[src/rtl/core/ltsp_pkg.sv]
package ltsp_pkg;

    localparam int RUN_MAX = 3;

    localparam logic [2:0] EV_START  = 3'd0;
    localparam logic [2:0] EV_BYTE   = 3'd1;
    localparam logic [2:0] EV_END    = 3'd2;
    localparam logic [2:0] EV_ENDTLV = 3'd3;
    localparam logic [2:0] EV_CLEAN  = 3'd4;
    localparam logic [2:0] EV_TRUNC  = 3'd5;

    localparam logic [6:0] KIND_END     = 7'd0;
    localparam logic [6:0] KIND_CHASSIS = 7'd1;
    localparam logic [6:0] KIND_PORT    = 7'd2;
    localparam logic [6:0] KIND_TTL     = 7'd3;

    localparam logic [7:0] SUB_CHASSIS_MAC = 8'd4;
    localparam logic [7:0] SUB_PORT_MAC    = 8'd3;
    localparam logic [8:0] MAC_ID_LEN      = 9'd7;
    localparam logic [8:0] TTL_MIN_LEN     = 9'd2;

    typedef enum logic [3:0] {
        PH_HIGH  = 4'b0001,
        PH_LOW   = 4'b0010,
        PH_VALUE = 4'b0100,
        PH_DONE  = 4'b1000
    } t_phase;

    typedef struct packed {
        logic [7:0] data_byte;
        logic       first_byte;
        logic       last_byte;
    } t_in_item;

    typedef struct packed {
        logic [2:0]  event_res;
        logic [6:0]  tlv_kind;
        logic [8:0]  tlv_len;
        logic [8:0]  value_index;
        logic [7:0]  value_data;
        logic [7:0]  id_subtype;
        logic        id_is_mac;
        logic [15:0] ttl_value;
        logic        ttl_valid;
        logic [15:0] bytes_consumed;
        logic        last_of_run;
    } t_out_item;

    typedef struct packed {
        logic [1:0]                cnt;
        t_out_item [RUN_MAX-1:0]   res;
    } t_run;

endpackage

[src/rtl/core/ltsp_in_if.sv]
interface ltsp_in_if
    import ltsp_pkg::*;
();
    logic     valid;
    logic     ready;
    t_in_item data;

    modport source (output valid, output data, input ready);
    modport sink   (input valid, input data, output ready);
endinterface

[src/rtl/core/ltsp_out_if.sv]
interface ltsp_out_if
    import ltsp_pkg::*;
();
    logic      valid;
    logic      ready;
    t_out_item data;

    modport source (output valid, output data, input ready);
    modport sink   (input valid, input data, output ready);
endinterface

[src/rtl/core/ltsp_parse.sv]
module ltsp_parse
    import ltsp_pkg::*;
#(
    parameter int COUNT_BITS = 16
) (
    input  logic     i_clk,
    input  logic     i_rst_n,
    input  logic     i_acc,
    input  t_in_item i_item,
    output t_run     o_run
);

    t_phase                r_phase, n_phase, c_phase;
    logic [7:0]            r_hh, n_hh, c_hh;
    logic [6:0]            r_kind, n_kind, c_kind;
    logic [8:0]            r_len, n_len, c_len;
    logic [8:0]            r_pos, n_pos, c_pos;
    logic [7:0]            r_sub, n_sub, c_sub;
    logic [15:0]           r_ttl, n_ttl, c_ttl;
    logic                  r_seen, n_seen, c_seen;
    logic [COUNT_BITS-1:0] r_cnt, n_cnt, c_cnt, w_cnt_inc;
    logic [31:0]           w_cnt32;
    logic [15:0]           w_bytes;
    logic [7:0]            w_b;
    logic                  w_first, w_last;
    logic                  w_closes, w_ttl_tlv, w_mac;
    t_out_item             w_base, w_end, w_tail;
    t_run                  w_run;

    assign w_b     = i_item.data_byte;
    assign w_first = i_item.first_byte;
    assign w_last  = i_item.last_byte;

    // first byte of a pdu sees the reset state
    assign c_phase = w_first ? PH_HIGH : r_phase;
    assign c_hh    = w_first ? 8'd0 : r_hh;
    assign c_kind  = w_first ? 7'd0 : r_kind;
    assign c_len   = w_first ? 9'd0 : r_len;
    assign c_pos   = w_first ? 9'd0 : r_pos;
    assign c_sub   = w_first ? 8'd0 : r_sub;
    assign c_ttl   = w_first ? 16'd0 : r_ttl;
    assign c_seen  = w_first ? 1'b0 : r_seen;
    assign c_cnt   = w_first ? '0 : r_cnt;

    assign w_cnt_inc = (c_cnt == '1) ? c_cnt : c_cnt + {{(COUNT_BITS-1){1'b0}}, 1'b1};

    assign w_ttl_tlv = (n_kind == KIND_TTL) && (n_len >= TTL_MIN_LEN);
    assign w_mac     = (n_len == MAC_ID_LEN) &&
                       (((n_kind == KIND_CHASSIS) && (n_sub == SUB_CHASSIS_MAC)) ||
                        ((n_kind == KIND_PORT) && (n_sub == SUB_PORT_MAC)));

    always_comb begin
        w_closes = 1'b0;
        case (c_phase)
            PH_LOW:   w_closes = (c_hh[7:1] != KIND_END) && ({c_hh[0], w_b} == 9'd0);
            PH_VALUE: w_closes = ({1'b0, c_pos} + 10'd1) >= {1'b0, c_len};
            default:  w_closes = 1'b0;
        endcase
    end

    always_comb begin
        n_phase = c_phase;
        n_hh    = c_hh;
        n_kind  = c_kind;
        n_len   = c_len;
        n_pos   = c_pos;
        n_sub   = c_sub;
        n_ttl   = c_ttl;
        n_cnt   = c_cnt;
        case (c_phase)
            PH_HIGH: begin
                if (w_last) begin
                    n_phase = PH_DONE;
                end else begin
                    n_hh    = w_b;
                    n_cnt   = w_cnt_inc;
                    n_phase = PH_LOW;
                end
            end
            PH_LOW: begin
                n_cnt  = w_cnt_inc;
                n_kind = c_hh[7:1];
                n_len  = {c_hh[0], w_b};
                n_pos  = 9'd0;
                n_sub  = 8'd0;
                if (c_hh[7:1] == KIND_END || w_last) begin
                    n_phase = PH_DONE;
                end else if (w_closes) begin
                    n_phase = PH_HIGH;
                end else begin
                    n_phase = PH_VALUE;
                end
            end
            PH_VALUE: begin
                n_cnt = w_cnt_inc;
                if (c_pos == 9'd0) begin
                    n_sub = w_b;
                end
                if (c_kind == KIND_TTL && c_len >= TTL_MIN_LEN) begin
                    if (c_pos == 9'd0) begin
                        n_ttl = {w_b, c_ttl[7:0]};
                    end else if (c_pos == 9'd1) begin
                        n_ttl = {c_ttl[15:8], w_b};
                    end
                end
                if (w_closes) begin
                    n_pos   = 9'd0;
                    n_phase = w_last ? PH_DONE : PH_HIGH;
                end else begin
                    n_pos   = c_pos + 9'd1;
                    n_phase = w_last ? PH_DONE : PH_VALUE;
                end
            end
            default: begin
                n_phase = c_phase;
            end
        endcase
    end

    assign n_seen = c_seen | (w_closes & w_ttl_tlv);

    assign w_cnt32 = 32'(n_cnt);
    assign w_bytes = (|w_cnt32[31:16]) ? 16'hFFFF : w_cnt32[15:0];

    always_comb begin
        w_base                = '0;
        w_base.tlv_kind       = n_kind;
        w_base.tlv_len        = n_len;
        w_base.ttl_value      = n_ttl;
        w_base.ttl_valid      = c_seen;
        w_base.bytes_consumed = w_bytes;

        w_end            = w_base;
        w_end.event_res  = EV_END;
        w_end.id_subtype = n_sub;
        w_end.id_is_mac  = w_mac;
        w_end.ttl_valid  = n_seen;

        w_tail           = w_base;
        w_tail.ttl_valid = n_seen;
        w_tail.event_res = w_closes ? EV_CLEAN : EV_TRUNC;

        w_run.cnt = 2'd0;
        for (int i = 0; i < RUN_MAX; i++) begin
            w_run.res[i] = w_base;
        end

        case (c_phase)
            PH_HIGH: begin
                if (w_last) begin
                    w_run.res[0]           = w_tail;
                    w_run.res[0].event_res = (c_cnt != '0) ? EV_CLEAN : EV_TRUNC;
                    w_run.cnt              = 2'd1;
                end
            end
            PH_LOW: begin
                if (c_hh[7:1] == KIND_END) begin
                    w_run.res[0].event_res = EV_ENDTLV;
                    w_run.cnt              = 2'd1;
                end else begin
                    w_run.res[0].event_res = EV_START;
                    if (w_closes) begin
                        w_run.res[1] = w_end;
                        w_run.res[2] = w_tail;
                        w_run.cnt    = w_last ? 2'd3 : 2'd2;
                    end else begin
                        w_run.res[1] = w_tail;
                        w_run.cnt    = w_last ? 2'd2 : 2'd1;
                    end
                end
            end
            PH_VALUE: begin
                w_run.res[0].event_res   = EV_BYTE;
                w_run.res[0].value_index = c_pos;
                w_run.res[0].value_data  = w_b;
                if (w_closes) begin
                    w_run.res[1] = w_end;
                    w_run.res[2] = w_tail;
                    w_run.cnt    = w_last ? 2'd3 : 2'd2;
                end else begin
                    w_run.res[1] = w_tail;
                    w_run.cnt    = w_last ? 2'd2 : 2'd1;
                end
            end
            default: begin
                w_run.cnt = 2'd0;
            end
        endcase

        for (int i = 0; i < RUN_MAX; i++) begin
            w_run.res[i].last_of_run = (2'(i) == (w_run.cnt - 2'd1));
        end
    end

    assign o_run = w_run;

    always_ff @(posedge i_clk) begin
        if (!i_rst_n) begin
            r_phase <= PH_HIGH;
            r_hh    <= 8'd0;
            r_kind  <= 7'd0;
            r_len   <= 9'd0;
            r_pos   <= 9'd0;
            r_sub   <= 8'd0;
            r_ttl   <= 16'd0;
            r_seen  <= 1'b0;
            r_cnt   <= '0;
        end else if (i_acc) begin
            r_phase <= n_phase;
            r_hh    <= n_hh;
            r_kind  <= n_kind;
            r_len   <= n_len;
            r_pos   <= n_pos;
            r_sub   <= n_sub;
            r_ttl   <= n_ttl;
            r_seen  <= n_seen;
            r_cnt   <= n_cnt;
        end
    end

    // a value byte never sits past the declared length
    assert property (@(posedge i_clk) disable iff (!i_rst_n)
        r_phase == PH_VALUE |-> r_pos < r_len)
        else $error("value position beyond tlv length");

    // an end tlv header always closes the pdu
    assert property (@(posedge i_clk) disable iff (!i_rst_n)
        i_acc && c_phase == PH_LOW && c_hh[7:1] == KIND_END |=> r_phase == PH_DONE)
        else $error("end tlv did not close the pdu");

    // once valid the ttl flag holds until a new pdu starts
    assert property (@(posedge i_clk) disable iff (!i_rst_n)
        r_seen && !(i_acc && w_first) |=> r_seen)
        else $error("ttl flag dropped inside a pdu");

endmodule

[src/rtl/core/lldp_tlv_stream_parser.sv]
// results: an accepted byte's results are registered and then presented in order
// throughput: one byte per cycle while each byte gives at most one result and the
// receiver takes each result; a byte giving more results (up to three) holds the input
// until the single output register has drained the run, one transfer a cycle while ready is high
// reset: synchronous active-low i_rst_n clears parse state and empties the output
module lldp_tlv_stream_parser
    import ltsp_pkg::*;
#(
    parameter int COUNT_BITS = 16
) (
    input  logic              i_clk,
    input  logic              i_rst_n,
    ltsp_in_if.sink           i_in,
    ltsp_out_if.source        o_out
);

    t_run                     w_run;
    t_out_item [RUN_MAX-1:0]  r_res;
    logic [1:0]               r_run_cnt;
    logic [1:0]               r_idx;
    logic                     w_take, w_done, w_acc;

    assign w_take = o_out.valid && o_out.ready;
    assign w_done = w_take && (r_idx == (r_run_cnt - 2'd1));

    assign i_in.ready  = (r_run_cnt == 2'd0) || w_done;
    assign w_acc       = i_in.valid && i_in.ready;
    assign o_out.valid = (r_run_cnt != 2'd0);
    assign o_out.data  = r_res[r_idx];

    ltsp_parse #(
        .COUNT_BITS (COUNT_BITS)
    ) u_parse (
        .i_clk   (i_clk),
        .i_rst_n (i_rst_n),
        .i_acc   (w_acc),
        .i_item  (i_in.data),
        .o_run   (w_run)
    );

    always_ff @(posedge i_clk) begin
        if (w_acc) begin
            r_res <= w_run.res;
        end
    end

    always_ff @(posedge i_clk) begin
        if (!i_rst_n) begin
            r_run_cnt <= 2'd0;
            r_idx     <= 2'd0;
        end else if (w_acc) begin
            r_run_cnt <= w_run.cnt;
            r_idx     <= 2'd0;
        end else if (w_done) begin
            r_run_cnt <= 2'd0;
            r_idx     <= 2'd0;
        end else if (w_take) begin
            r_idx     <= r_idx + 2'd1;
        end
    end

    assert property (@(posedge i_clk) disable iff (!i_rst_n)
        r_run_cnt != 2'd0 |-> r_idx < r_run_cnt)
        else $error("output index outside the run");

    // last flag on the output matches the sequencer position
    assert property (@(posedge i_clk) disable iff (!i_rst_n)
        o_out.valid |-> o_out.data.last_of_run == (r_idx == (r_run_cnt - 2'd1)))
        else $error("last of run flag out of step");

    assert property (@(posedge i_clk) disable iff (!i_rst_n)
        w_acc && w_run.cnt != 2'd0 |=> o_out.valid && r_idx == 2'd0)
        else $error("accepted run not presented");

    // every result of one run belongs to the same tlv
    assert property (@(posedge i_clk) disable iff (!i_rst_n)
        w_take && !w_done |=> $stable(o_out.data.tlv_kind) && $stable(o_out.data.tlv_len))
        else $error("tlv header changed within a run");

endmodule

[src/flat_wrapper.sv]
// flat-port wrapper written by rule: the top's interface ports become plain ports
module lldp_tlv_stream_parser_flat import ltsp_pkg::*;
#(
    parameter int COUNT_BITS = 16
)
  (i_clk, i_rst_n, i_in_valid, i_in_data, i_in_ready, o_out_valid, o_out_data, o_out_ready);
  ltsp_in_if i_in_i ();
  ltsp_out_if o_out_i ();
  input  logic i_clk;
  input  logic i_rst_n;
  input wire logic [$bits(i_in_i.valid)-1:0] i_in_valid;
  input wire logic [$bits(i_in_i.data)-1:0] i_in_data;
  output wire logic [$bits(i_in_i.ready)-1:0] i_in_ready;
  output wire logic [$bits(o_out_i.valid)-1:0] o_out_valid;
  output wire logic [$bits(o_out_i.data)-1:0] o_out_data;
  input wire logic [$bits(o_out_i.ready)-1:0] o_out_ready;
  assign i_in_i.valid = i_in_valid;
  assign i_in_i.data = i_in_data;
  assign i_in_ready = i_in_i.ready;
  assign o_out_valid = o_out_i.valid;
  assign o_out_data = o_out_i.data;
  assign o_out_i.ready = o_out_ready;
  lldp_tlv_stream_parser #(.COUNT_BITS(COUNT_BITS)) u_core (.i_clk(i_clk), .i_rst_n(i_rst_n), .i_in(i_in_i), .o_out(o_out_i));
endmodule
[config.mk]
export PLATFORM = sky130hd
export DESIGN_NAME = lldp_tlv_stream_parser_flat
export DESIGN_NICKNAME = d
export VERILOG_FILES = /design/src/rtl/core/ltsp_pkg.sv /design/src/rtl/core/ltsp_in_if.sv /design/src/rtl/core/ltsp_out_if.sv /design/src/rtl/core/ltsp_parse.sv /design/src/rtl/core/lldp_tlv_stream_parser.sv /design/src/flat_wrapper.sv
export SDC_FILE = /design/constraint.sdc
export NUM_CORES = 1
export LEC_CHECK = 0
export BUFFER_PORTS_ARGS = -buffer_cell sky130_fd_sc_hd__buf_2
export CAP_MARGIN = 0
export CORE_UTILIZATION = 45
export CTS_CLUSTER_DIAMETER = 80
export DETAILED_ROUTE_END_ITERATION = 6
export PLACE_DENSITY_LB_ADDON = 0.1
export SLEW_MARGIN = 25
export SYNTH_ARGS = -nofsm -noshare
export SYNTH_HDL_FRONTEND = slang
export SYNTH_SLANG_ARGS = --single-unit
[constraint.sdc]
create_clock -name i_clk -period 4 [get_ports i_clk]
set_input_delay 0 -clock i_clk [delete_from_list [all_inputs] [get_ports i_clk]]
set_output_delay 0 -clock i_clk [all_outputs]
set_load 0.02 [all_outputs]
## Yosys cells after proc, flatten, opt, wreduce, memory -nomap -nowiden

Cells that the tools add are included.

| word-level totals | value |
|---|---|
| register bits after elaboration | 319 |

| cells by class | value |
|---|---|
| reductions and logical operators | 23 |
| bitwise operators | 3 |
| magnitude comparators | 4 |
| multiplexer cells | 54 |
| eq/ne operators | 15 |
| $add $sub $neg | 6 |

Operators by type and width:

| cell | number |
|---|---|
| 79-bit two-way mux | 4 |
| 158-bit one-hot mux with 2 select lines | 1 |
| 79-bit binary-select mux with 2-bit select | 1 |
| 158-bit two-way mux | 1 |
| 16-bit two-way mux | 8 |
| 8-bit two-way mux | 6 |
| 9-bit two-way mux | 4 |
| 34-bit two-way mux | 1 |
| 17-bit one-hot mux with 2 select lines | 1 |
| 16-bit one-hot mux with 2 select lines | 1 |
| 4-bit two-way mux | 6 |
| 7-bit by 2-bit equality test with 1-bit output (second input constant) | 3 |
| 9-bit by 2-bit greater-or-equal comparator with 1-bit output (second input constant) | 2 |
| 9-bit zero test | 2 |
| 9-bit one-hot mux with 2 select lines | 1 |
| 16-bit by 1-bit adder with 16-bit output (second input constant) | 1 |
| 16-bit equality test (second input constant) | 1 |
| 8-bit one-hot mux with 2 select lines | 1 |
| 16-bit nonzero test | 1 |
| 7-bit two-way mux | 2 |
| 2-bit two-way mux | 6 |
| 4-bit one-hot mux with 3 select lines | 1 |
| 9-bit by 1-bit adder with 10-bit output (second input constant) | 1 |
| 10-bit by 9-bit greater-or-equal comparator with 1-bit output | 1 |
| 31 further kinds | 48 |

## Longest topological paths before layout

Gate-level depths: netlist of run 1.

| depth | value |
|---|---|
| depth after elaboration | 11 |
| mapped depth | 17 |
| depth with buffers taken out | 15 |

## Hierarchy

Synthesis of run 1 repeated with hierarchy kept, for this count alone.

| second synthesis, totals | value |
|---|---|
| cells, all modules | 1378 |
| area total of the unflattened synthesis | 15586.2 sq um |

By module, submodules not included:

| module | times used | area each (sq um) | cells each | sequential area each (sq um) |
|---|---|---|---|---|
| lldp_tlv_stream_parser | 1 | 9034.9 | 537 | 7196.9 |
| ltsp_parse | 1 | 6551.3 | 841 | 1561.5 |

## Least setup slack after synthesis of run 1

OpenSTA, ideal clock, no wires.

| path | value |
|---|---|
| kind | register to register |
| from | register u_core.r_run_cnt[0] |
| to | register u_core.r_res[0] (netlist bit) (enable) |
| cell stages (with the launch flop) | 8 |
| arrival time | 3.792 ns |
| clock period less this slack | 4.275 ns |
| path slack | -0.275 ns |
| path buffers | 1 |
| setup time | 0.483 ns |
| cells stage by stage | dfxtp_1 inv_1 ha_1 xnor2_1 nor2_1 a31oi_2 inv_2 clkbuf_1 |

| on the way | value |
|---|---|
| cells in the longest elaborated chain, start to end | 5 |

Ends and longest elaborated chain:

| item | line | text |
|---|---|---|
| start: declaration | lldp_tlv_stream_parser.sv:19 | `logic [1:0] r_run_cnt;` |
| start signal: assignment | lldp_tlv_stream_parser.sv:52 | `r_run_cnt <= w_run.cnt;` |
| 2-bit by 1-bit subtractor with 2-bit output / 2-bit nonzero test (equally long branches) | lldp_tlv_stream_parser.sv:24, lldp_tlv_stream_parser.sv:28 |  |
| 2-bit equality test / 1-bit logical AND (equally long branches) | lldp_tlv_stream_parser.sv:24, lldp_tlv_stream_parser.sv:23 |  |
| 1-bit logical AND | lldp_tlv_stream_parser.sv:24 | `assign w_done = w_take && (r_idx == (r_run_cnt - 2'd1));` |
| 1-bit logical OR (*) | lldp_tlv_stream_parser.sv:26 | `assign i_in.ready = (r_run_cnt == 2'd0) \|\| w_done;` |
| 1-bit logical AND (*) | lldp_tlv_stream_parser.sv:27 | `assign w_acc = i_in.valid && i_in.ready;` |
| named net u_core.u_parse.i_acc | ltsp_parse.sv:8 | `input logic i_acc,` |
| end signal: assignment | lldp_tlv_stream_parser.sv:43 | `r_res <= w_run.res;` |
| end: declaration | lldp_tlv_stream_parser.sv:18 | `t_out_item [RUN_MAX-1:0] r_res;` |

The timed path passes the listed nets; every way through them passes the cells marked *.
A chain may end at the register's enable or synchronous reset.

==> reports/metrics.csv, run 1 <==
metric,value,unit
synth_edf_count,85,
rows,51,
clock_path_buffers,2,
placed_area,0.00948,mm2
r2r_slack,0.78,ns
initial_core_util,45.9,%
cts_tree,built,
syn_to_final_growth,12.8,%
ir_drop,0.295,mV
yosysSeqAreaShare,46.9,%
violations,design-rule violations,
hpwl,14300,um
io_pins,95,
worst_r2r_endpoint,u_core.r_res[79],
synth.area.top_cells,"edfxtp_1 (29%), dfxtp_1 (18%), and2_1 (6.0%)",
yosysTopAreaCell,edfxtp_1,
whs_endpoint,u_core.u_parse.r_ttl[5],
grt_usage,22.6,%
dieWidth,143,um
design.die.area,0.0204,mm2
drt-initial-drc-count,633,
overflow,0,
clock_latency,0.44,ns
finalCritPeriodShare,80.5,%
via_count,7169,
synthArstFlopShare,0,%
status,finished with violations,
min_from,i_in_data[7],
cts-root-buf,clkbuf_16,
fmax,311,MHz
gp_congestion,0.848,
cp_cell_sequence,and4_1 > xnor2_1 > nor2_1 > ha_1 > a21oi_1 > nand2_1 > o2111ai_1 > nand3_2 > inv_1 > ha_1 > o221a_2 > nor2b_1,
cts.sinks,167,
synth_area_per_cell,9.23,um2
r2r_cells,12,
syn_nets,997,
dr.pass1.iters,7,
path_buf_inv,1,
crit_path_top_delay_cell,dfxtp_1,
grt_setup_unrepaired,no,
cap_violations,0,
portBuffers,94,
clkSlewWorstSetupHoldPaths,0.06,ns
synth-main-ff-cell,edfxtp_1,
path_delay_family,simple AND/OR/NAND/NOR gates,
ys_types,77,
yosysWarnings,0,
nets,1047,
ctsResizeCount,0,
core_area,0.0195,mm2
worstSetupStartpointType,flop,
hold_depth,3,
antennaDiodeCount,0,
maxSlewViolCount,0,
synth_commonest_cells,"nand2_1 (109), and2_1 (85), edfxtp_1 (85)",
antenna_found_initial,1,
worstMarginPinSlew,0.901,ns
die_y,143,um
grt_pass1_wl,35300,um
grt_max_degree,71,
crit_path_max_fanout,8,
fin_util,51.8,%
fin_crit,3.22,ns
first_global_vias,6430,
yosysMostFrequentCell,nand2_1,
wl,22200,um
final_area,0.0101,mm2
synth.top_cell.area_share,28.6,%
drive_above_1_share,16.5,%
cts_buffers,17,
drtAntennaViolNets,0,
critPathKind,flop to flop,
setup-tns-final,0,ns
finalHoldViolations,0,
drcViolationCount,2,
fin_skew,0.0124,ns
p_per_area,388,mW/mm2
cts_htree_levels,4,
cp.required,4.18,ns
synth_seq_cells,167,
setup_violations,0,
slew_headroom,39.4,%
netlist_area,0.00893,mm2
vias_per_cell,5.53,
post_drt_wl_per_cell,17.2,um
reg2reg_from,u_core.u_parse.r_pos[2],
hp-class,input port to flop,
critical_path.most_common_cell,ha_1,
crit_arrival,3.40,ns
fillers,1807,
leakagePower,3.79,nW
end_kind,flop,
max_stage_delay,0.46,ns
synth_cells,968,
[cells in the final DEF (no fill, tap or decap), types with 17 or more instances in the layout]
cell type and n:
edfxtp_1 85, and3_1 28, buf_2 94, nor2b_1 21, clkbuf_16 17, a21oi_1 57, and2_1 85, nand3_1 57
nand2_1 109, a22oi_1 18, inv_1 18, dfxtp_1 82, nor2_1 71, o21ai_0 38
[timing repair]
| item | in CTS | in global routing |
|---|---|---|
| hold buffers | 3 | 0 |
| setup buffers | 0 | 0 |
| endpoints found under the setup margin | 0 | 0 |
| endpoints found under the hold margin | 6 | 0 |
[area by class of cell]
| type | count | area (um2) | share of cell area, % |
|---|---|---|---|
| flip-flops and latches | 167 | 4190 | 41.6 |
| multi-input cells | 702 | 4310 | 42.8 |
| repair buffers | 110 | 598 | 5.93 |
| well taps | 265 | 332 | 3.29 |
| clock inverters | 15 | 141 | 1.40 |
| clock buffers | 17 | 425 | 4.22 |
| inverters | 20 | 77.6 | 0.770 |
[power by group]
group | leakage [nW] | internal, mW | total [mW] | switching [mW]
Combinational | 1.99 | 0.114 | 0.397 | 0.283
Clock | 0.279 | 0.872 | 1.62 | 0.747
Sequential | 1.53 | 1.86 | 1.89 | 0.0282
Total | 3.79 | 2.85 | 3.91 | 1.06
[logic make-up after synthesis]
kind of cell	after synthesis	synth area share [%]
simple gates	463	27.9
compound gates	183	13.5
flops	167	46.9
buf+inv	99	4.94
xor+xnor	23	2.34
mux	18	2.31
fa+ha+maj	15	2.10
[worst reg2reg max path: cells and delay by family (launching register included)]
family	cells	cell delay, ns
compound gates	3	0.81
buf+inv	1	0.13
xor+xnor	1	0.15
simple gates	5	0.86
fa+ha+maj	2	0.55
flops	1	0.46
[sequential cells by signal, indices dropped and copies added (netlist names)]
register / count
u_core.r_idx: 2
u_core.u_parse.r_sub: 8
u_core.r_res: 85
u_core.u_parse.r_kind: 7
u_core.u_parse.r_ttl: 16
u_core.u_parse.r_hh: 8
u_core.u_parse.r_seen: 1
u_core.u_parse.r_len: 9
u_core.u_parse.r_cnt: 16
u_core.u_parse.r_pos: 9
u_core.r_run_cnt: 2
u_core.u_parse.r_phase: 4
[metrics by stage]
step | hold WS [ns] | power (mW) | std cells | worst slack [ns]
2_1_floorplan | 0.166 | 2.20 | 968 | 1.02
3_3_place_gp | 0.336 | 2.33 | 1261 | 0.900
3_5_place_dp | 0.336 | 2.33 | 1261 | 0.833
4_1_cts | 0.00595 | 3.94 | 1296 | 0.818
5_1_grt | 0.0133 | 4.06 | 1296 | 0.582
6_report | 0.0240 | 3.91 | 1296 | 0.781
[per-layer routing]
metal	track usage [%]	share of wire, %	vias to the layer above
met5	0	0	-
met4	7.75	1.5	0
met3	3.42	5.5	23
met2	34.4	44	218
met1	32.5	49	3360
li1	-	-	3568
[worst max path at each step]
| stage | endpoint | startpoint | cells after the start |
|---|---|---|---|
| 2_1_floorplan | u_core.r_res[79] | i_in_data[1] | 14 |
| 3_3_place_gp | u_core.r_res[79] | u_core.u_parse.r_pos[2] | 12 |
| 3_5_place_dp | u_core.r_res[79] | u_core.u_parse.r_pos[2] | 12 |
| 4_1_cts | u_core.r_res[79] | u_core.u_parse.r_pos[2] | 12 |
| 5_1_grt | u_core.r_res[79] | u_core.u_parse.r_pos[2] | 12 |
| 6_report | u_core.r_res[79] | u_core.u_parse.r_pos[2] | 12 |
No activity file was read; power rests on OpenSTA's default activity.
==> run 2: changes to the inputs <==
==> constraint.sdc (replaced) <==
create_clock -name i_clk -period 2.71 [get_ports i_clk]
set_input_delay 0 -clock i_clk [delete_from_list [all_inputs] [get_ports i_clk]]
set_output_delay 0 -clock i_clk [all_outputs]
set_load 0.02 [all_outputs]
==> run 2 against run 1 <==
- the flow now finishes without violations
- total power is 50% higher
- non-clock buffer count is 46 higher
- critical path depth stayed put
- cell count is 3.5% higher
- first-iteration DRC count is 20% lower
- via count is 3.3% higher
- critical endpoint unchanged
- largest cell class unchanged
==> reports/metrics.csv, run 2 (synthesis results as in run 1) <==
metric,value,unit,change
setup-tns-final,0,ns,unchanged
ir_drop,0.476,mV,was 0.295 mV
drcViolationCount,0,,was 2
r2r_cells,12,,unchanged
grt_max_degree,64,,was 71
nets,1093,,"was 1,047"
setup_violations,0,,unchanged
cts-root-buf,clkbuf_16,,unchanged
clock_path_buffers,2,,unchanged
vias_per_cell,5.52,,was 5.53
cts_tree,built,,unchanged
worstMarginPinSlew,0.945,ns,was 0.901 ns
fillers,1785,,"was 1,807"
reg2reg_from,u_core.u_parse.r_pos[0],,was u_core.u_parse.r_pos[2]
maxSlewViolCount,0,,unchanged
seqCellArea,0.00420,mm2,was 0.00419 mm2
antennaDiodeCount,0,,unchanged
clock_latency,0.43,ns,was 0.44 ns
cp.required,2.89,ns,was 4.18 ns
whs_endpoint,u_core.u_parse.r_ttl[2],,was u_core.u_parse.r_ttl[5]
hpwl,15100,um,"was 14,300 um"
grt_usage,23.4,%,was 22.6%
hp-class,input port to flop,,unchanged
drtAntennaViolNets,0,,unchanged
dieWidth,143,um,unchanged
slew_headroom,36.5,%,was 39.4%
grt_pass1_wl,36400,um,"was 35,300 um"
end_kind,flop,,unchanged
grt_setup_unrepaired,yes,,was no
syn_to_final_growth,18.2,%,was 12.8%
status,"complete, no violations",,was finished with violations
leakagePower,4.05,nW,was 3.79 nW
worst_r2r_endpoint,u_core.r_res[79],,unchanged
multi_input_area,0.00439,mm2,was 0.00431 mm2
rows,51,,unchanged
worstSetupStartpointType,flop,,unchanged
overflow,0,,unchanged
wl,22800,um,"was 22,200 um"
clkSlewWorstSetupHoldPaths,0.07,ns,was 0.06 ns
cts_htree_levels,4,,unchanged
design.die.area,0.0204,mm2,unchanged
hold_ws,0.0383,ns,was 0.0240 ns
critPathKind,flop to flop,,unchanged
r2r_slack,0.04,ns,was 0.78 ns
portBuffers,94,,unchanged
first_global_vias,6671,,"was 6,430"
antenna_found_initial,0,,was 1
finalCritPeriodShare,98.4,%,was 80.5%
crit_arrival,2.85,ns,was 3.40 ns
min_from,i_in_data[4],,was i_in_data[7]
largest_reg_flops,85,,unchanged
top_regs,"u_core.r_res (85), u_core.u_parse.r_cnt (16), u_core.u_parse.r_ttl (16)",,unchanged
drive_above_1_share,21.8,%,was 16.5%
io_pins,95,,unchanged
gp_congestion,0.837,,was 0.848
cap_violations,0,,unchanged
top_register,u_core.r_res,,unchanged
post_drt_wl_per_cell,17.0,um,was 17.2 um
fin_total_pwr,5.88,mW,was 3.91 mW
finalHoldViolations,0,,unchanged
initial_core_util,45.9,%,unchanged
fmax,375,MHz,was 311 MHz
final_common_cell,nand2_1,,unchanged
fin_skew,0.00808,ns,was 0.0124 ns
crit_path_max_fanout,6,,was 8
p_per_area,556,mW/mm2,was 388 mW/mm2
via_count,7402,,"was 7,169"
cts.sinks,167,,unchanged
core_area,0.0195,mm2,unchanged
drt-initial-drc-count,504,,was 633
fin_crit,2.67,ns,was 3.22 ns
final_cell_mix,"nand2_1 (108), buf_2 (94), edfxtp_1 (85)",,"was nand2_1 (109), buf_2 (94), and2_1 (85), edfxtp_1 (85), dfxtp_1 (82)"
dr.pass1.iters,5,,was 7
die_y,143,um,unchanged
cts_buffers,17,,unchanged
hold_depth,3,,unchanged
run 2: what timing repair did:
item | CTS | global route
endpoints found under the hold margin | 1 | 0
endpoints found under the setup margin | 4 | 22
gates resized for setup | 6 | 10
pin swaps | 8 | 5
hold buffers | 1 | 0
setup buffers | 2 | 2
run 2: metal layers:
layer  vias to the layer above  wire [um]  GRT usage, %
li1                       3656          -             -
met1                      3531      11200          34.2
met2                       199      10400          35.6
met3                        16       1060          3.55
met4                         0        211          6.73
met5                         -          0             0
run 2: power breakdown:
group,total [mW],switching [mW],leakage (nW),internal (mW)
clock network,2.45,1.07,0.281,1.38
logic,0.644,0.437,2.24,0.206
registers,2.78,0.0335,1.53,2.75
run 2: critical path: stages (launching register included):
cell and delay [ns]:
dfxtp_2 0.33, buf_4 0.14, nand2b_1 0.08, ha_1 0.31
ha_1 0.32, o21ai_2 0.15, a41oi_2 0.06, o2111ai_2 0.25
nand3_2 0.13, inv_2 0.09, ha_4 0.19, o221a_4 0.22
nor2b_1 0.14
run 2: final cells by class:
cell class	count	area share (%)
Multi-Input combinational cell	702	41.5
Clock buffer	17	4.03
Clock inverter	15	1.58
Inverter	20	0.735
Timing Repair Buffer	156	9.24
Tap cell	265	3.14
Sequential cell	167	39.7
run 2: through the flow:
step                std cells  setup slack [ns]  util, %  cell area (um2)
finish                   1342            0.0430     54.3            10600
global route             1342           -0.0667     54.3            10600
global placement         1305          -0.00993     50.7             9860
detailed placement       1305           -0.0711     50.7             9860
floorplan                 968           -0.0701        -             8970
CTS                      1340            0.0181     53.9            10500
run 2: how the worst max path moves through the flow:
stage	startpoint	slack [ns]	to
2_1_floorplan	u_core.u_parse.r_pos[2]	-0.07	u_core.r_res[79]
3_3_place_gp	u_core.u_parse.r_pos[3]	-0.01	u_core.r_res[79]
3_5_place_dp	u_core.u_parse.r_pos[2]	-0.07	u_core.r_res[79]
4_1_cts	u_core.u_parse.r_pos[0]	0.02	u_core.r_res[79]
5_1_grt	u_core.u_parse.r_pos[0]	-0.07	u_core.r_res[79]
6_report	u_core.u_parse.r_pos[0]	0.04	u_core.r_res[79]
==> run 3: changes to the inputs <==
--- a/config.mk
+++ b/config.mk
@@ -11,6 +11,7 @@
 export CTS_CLUSTER_DIAMETER = 80
 export DETAILED_ROUTE_END_ITERATION = 6
 export PLACE_DENSITY_LB_ADDON = 0.1
+export RECOVER_POWER = 100
 export SLEW_MARGIN = 25
 export SYNTH_ARGS = -nofsm -noshare
 export SYNTH_HDL_FRONTEND = slang
==> run 3 against run 2 <==
- critical endpoint unchanged
- hold slack worse by 0.0010 ns
- critical path depth stayed put
- sequential power hardly changed
- fmax is 0.33% higher
- global-route usage stayed put
- first-iteration DRC count is 7.7% higher
- critical path type unchanged
- setup slack better by 0.0087 ns
==> reports/metrics.csv, run 3 (synthesis results as in run 1) <==
metric,value,unit,change
setup_violations,0,,unchanged
hpwl,15100,um,unchanged
worst_slack,0.0517,ns,was 0.0430 ns
hold_ws,0.0373,ns,was 0.0383 ns
largest_reg_flops,85,,unchanged
core_area,0.0195,mm2,unchanged
nets,1093,,unchanged
fmax,376,MHz,was 375 MHz
drive_above_1_share,16.6,%,was 21.8%
fin_crit,2.66,ns,was 2.67 ns
antennaDiodeCount,0,,unchanged
drt-initial-drc-count,543,,was 504
top_regs,"u_core.r_res (85), u_core.u_parse.r_cnt (16), u_core.u_parse.r_ttl (16)",,unchanged
cts-root-buf,clkbuf_16,,unchanged
slew_headroom,34.3,%,was 36.5%
gp_congestion,0.837,,unchanged
via_count,7400,,"was 7,402"
io_pins,95,,unchanged
placed_area,0.00986,mm2,unchanged
die_y,143,um,unchanged
grt_usage,23.4,%,unchanged
worstSetupStartpointType,flop,,unchanged
pre_cts_ws,-0.0711,ns,unchanged
grt_setup_unrepaired,yes,,unchanged
first_global_vias,6671,,unchanged
cts_tree,built,,unchanged
p_per_area,561,mW/mm2,was 556 mW/mm2
crit_path_max_fanout,6,,unchanged
cts.sinks,167,,unchanged
grt_max_degree,64,,unchanged
maxSlewViolCount,0,,unchanged
final_area,0.0104,mm2,was 0.0106 mm2
wl,22800,um,about the same
leakagePower,3.84,nW,was 4.05 nW
crit_arrival,2.84,ns,was 2.85 ns
clock_latency,0.43,ns,about the same
clock_path_buffers,2,,unchanged
critical_path.most_common_cell,ha_1,,unchanged
end_kind,flop,,unchanged
cts_buffers,17,,unchanged
post_drt_wl_per_cell,17.0,um,about the same
path_delay_family,adder cells,,unchanged
drtAntennaViolNets,0,,unchanged
syn_to_final_growth,16.8,%,was 18.2%
crit_path_top_delay_cell,dfxtp_2,,unchanged
hp-class,input port to flop,,unchanged
ir_drop,0.477,mV,was 0.476 mV
setup-tns-final,0,ns,unchanged
path_buf_inv,2,,unchanged
top_register,u_core.r_res,,unchanged
status,"complete, no violations",,unchanged
finalCritPeriodShare,98.1,%,was 98.4%
cp_cell_sequence,buf_4 > nand2b_1 > ha_1 > ha_1 > o21ai_2 > a41oi_2 > o2111ai_2 > nand3_2 > inv_2 > ha_4 > o221a_4 > nor2b_1,,unchanged
clkSlewWorstSetupHoldPaths,0.07,ns,about the same
overflow,0,,unchanged
design.die.area,0.0204,mm2,unchanged
vias_per_cell,5.51,,was 5.52
fin_total_pwr,5.85,mW,was 5.88 mW
rows,51,,unchanged
max_stage_delay,0.33,ns,about the same
grt_pass1_wl,36400,um,unchanged
cp.required,2.89,ns,about the same
portBuffers,94,,unchanged
worstMarginPinSlew,0.976,ns,was 0.945 ns
cts_htree_levels,4,,unchanged
dr.pass1.iters,5,,unchanged
fin_skew,0.00915,ns,was 0.00808 ns
antenna_found_initial,0,,unchanged
initial_core_util,45.9,%,unchanged
final_common_cell,nand2_1,,unchanged
cap_violations,0,,unchanged
critPathKind,flop to flop,,unchanged
finalHoldViolations,0,,unchanged
final_cell_mix,"nand2_1 (110), edfxtp_1 (85), dfxtp_1 (80)",,"was nand2_1 (108), buf_2 (94), edfxtp_1 (85)"
dieWidth,143,um,unchanged
drcViolationCount,0,,unchanged
run 3: final timing paths:
path | cells past startpoint | startpoint | to | slack, ns
hold reg to reg | 2 | u_core.u_parse.r_kind[3] | u_core.u_parse.r_kind[3] | 0.47
setup reg to reg | 12 | u_core.u_parse.r_pos[0] | u_core.r_res[79] | 0.05
setup / recovery | 12 | u_core.u_parse.r_pos[0] | u_core.r_res[79] | 0.05
hold / removal | 3 | i_in_data[4] | u_core.u_parse.r_ttl[2] | 0.04
run 3: routing by layer:
| layer | track usage [%] | share of wire (%) |
|---|---|---|
| met1 | 34.2 | 50 |
| met4 | 6.73 | 1.1 |
| met2 | 35.6 | 45 |
| met3 | 3.55 | 4.3 |
| met5 | 0 | 0 |
run 3: tightest hold or removal path, stage by stage:
cell,delay (ns)
buf_2,0.21
nand3_1,0.11
o211ai_1,0.08
run 3: metrics by stage:
stage | std cells | utilization [%]
CTS | 1340 | 53.9
detailed placement | 1305 | 50.7
finish | 1342 | 53.6
global route | 1342 | 53.6
global placement | 1305 | 50.7
floorplan | 968 | -
run 3: layout make-up:
cell class / count / area [um2]
flip-flops and latches: 167 / 4200
clock buffers: 17 / 425
clock inverters: 15 / 166
multi-input cells: 702 / 4360
well taps: 265 / 332
fillers: 1826 / 9030
repair buffers: 156 / 877
inverters: 20 / 77.6
run 3: what timing repair did:
item                       4_1_cts  5_1_grt
hold endpoints to repair         1        0
setup buffers                    2        2
setup endpoints to repair        4       22
hold buffers                     1        0
pin swaps                        8        5
resized for setup                6       10
run 3: report_power, final:
part / total, mW / leakage [nW] / switching [mW] / internal [mW]
Sequential: 2.78 / 1.53 / 0.0335 / 2.75
Clock: 2.45 / 0.281 / 1.08 / 1.38
Combinational: 0.620 / 2.03 / 0.436 / 0.185
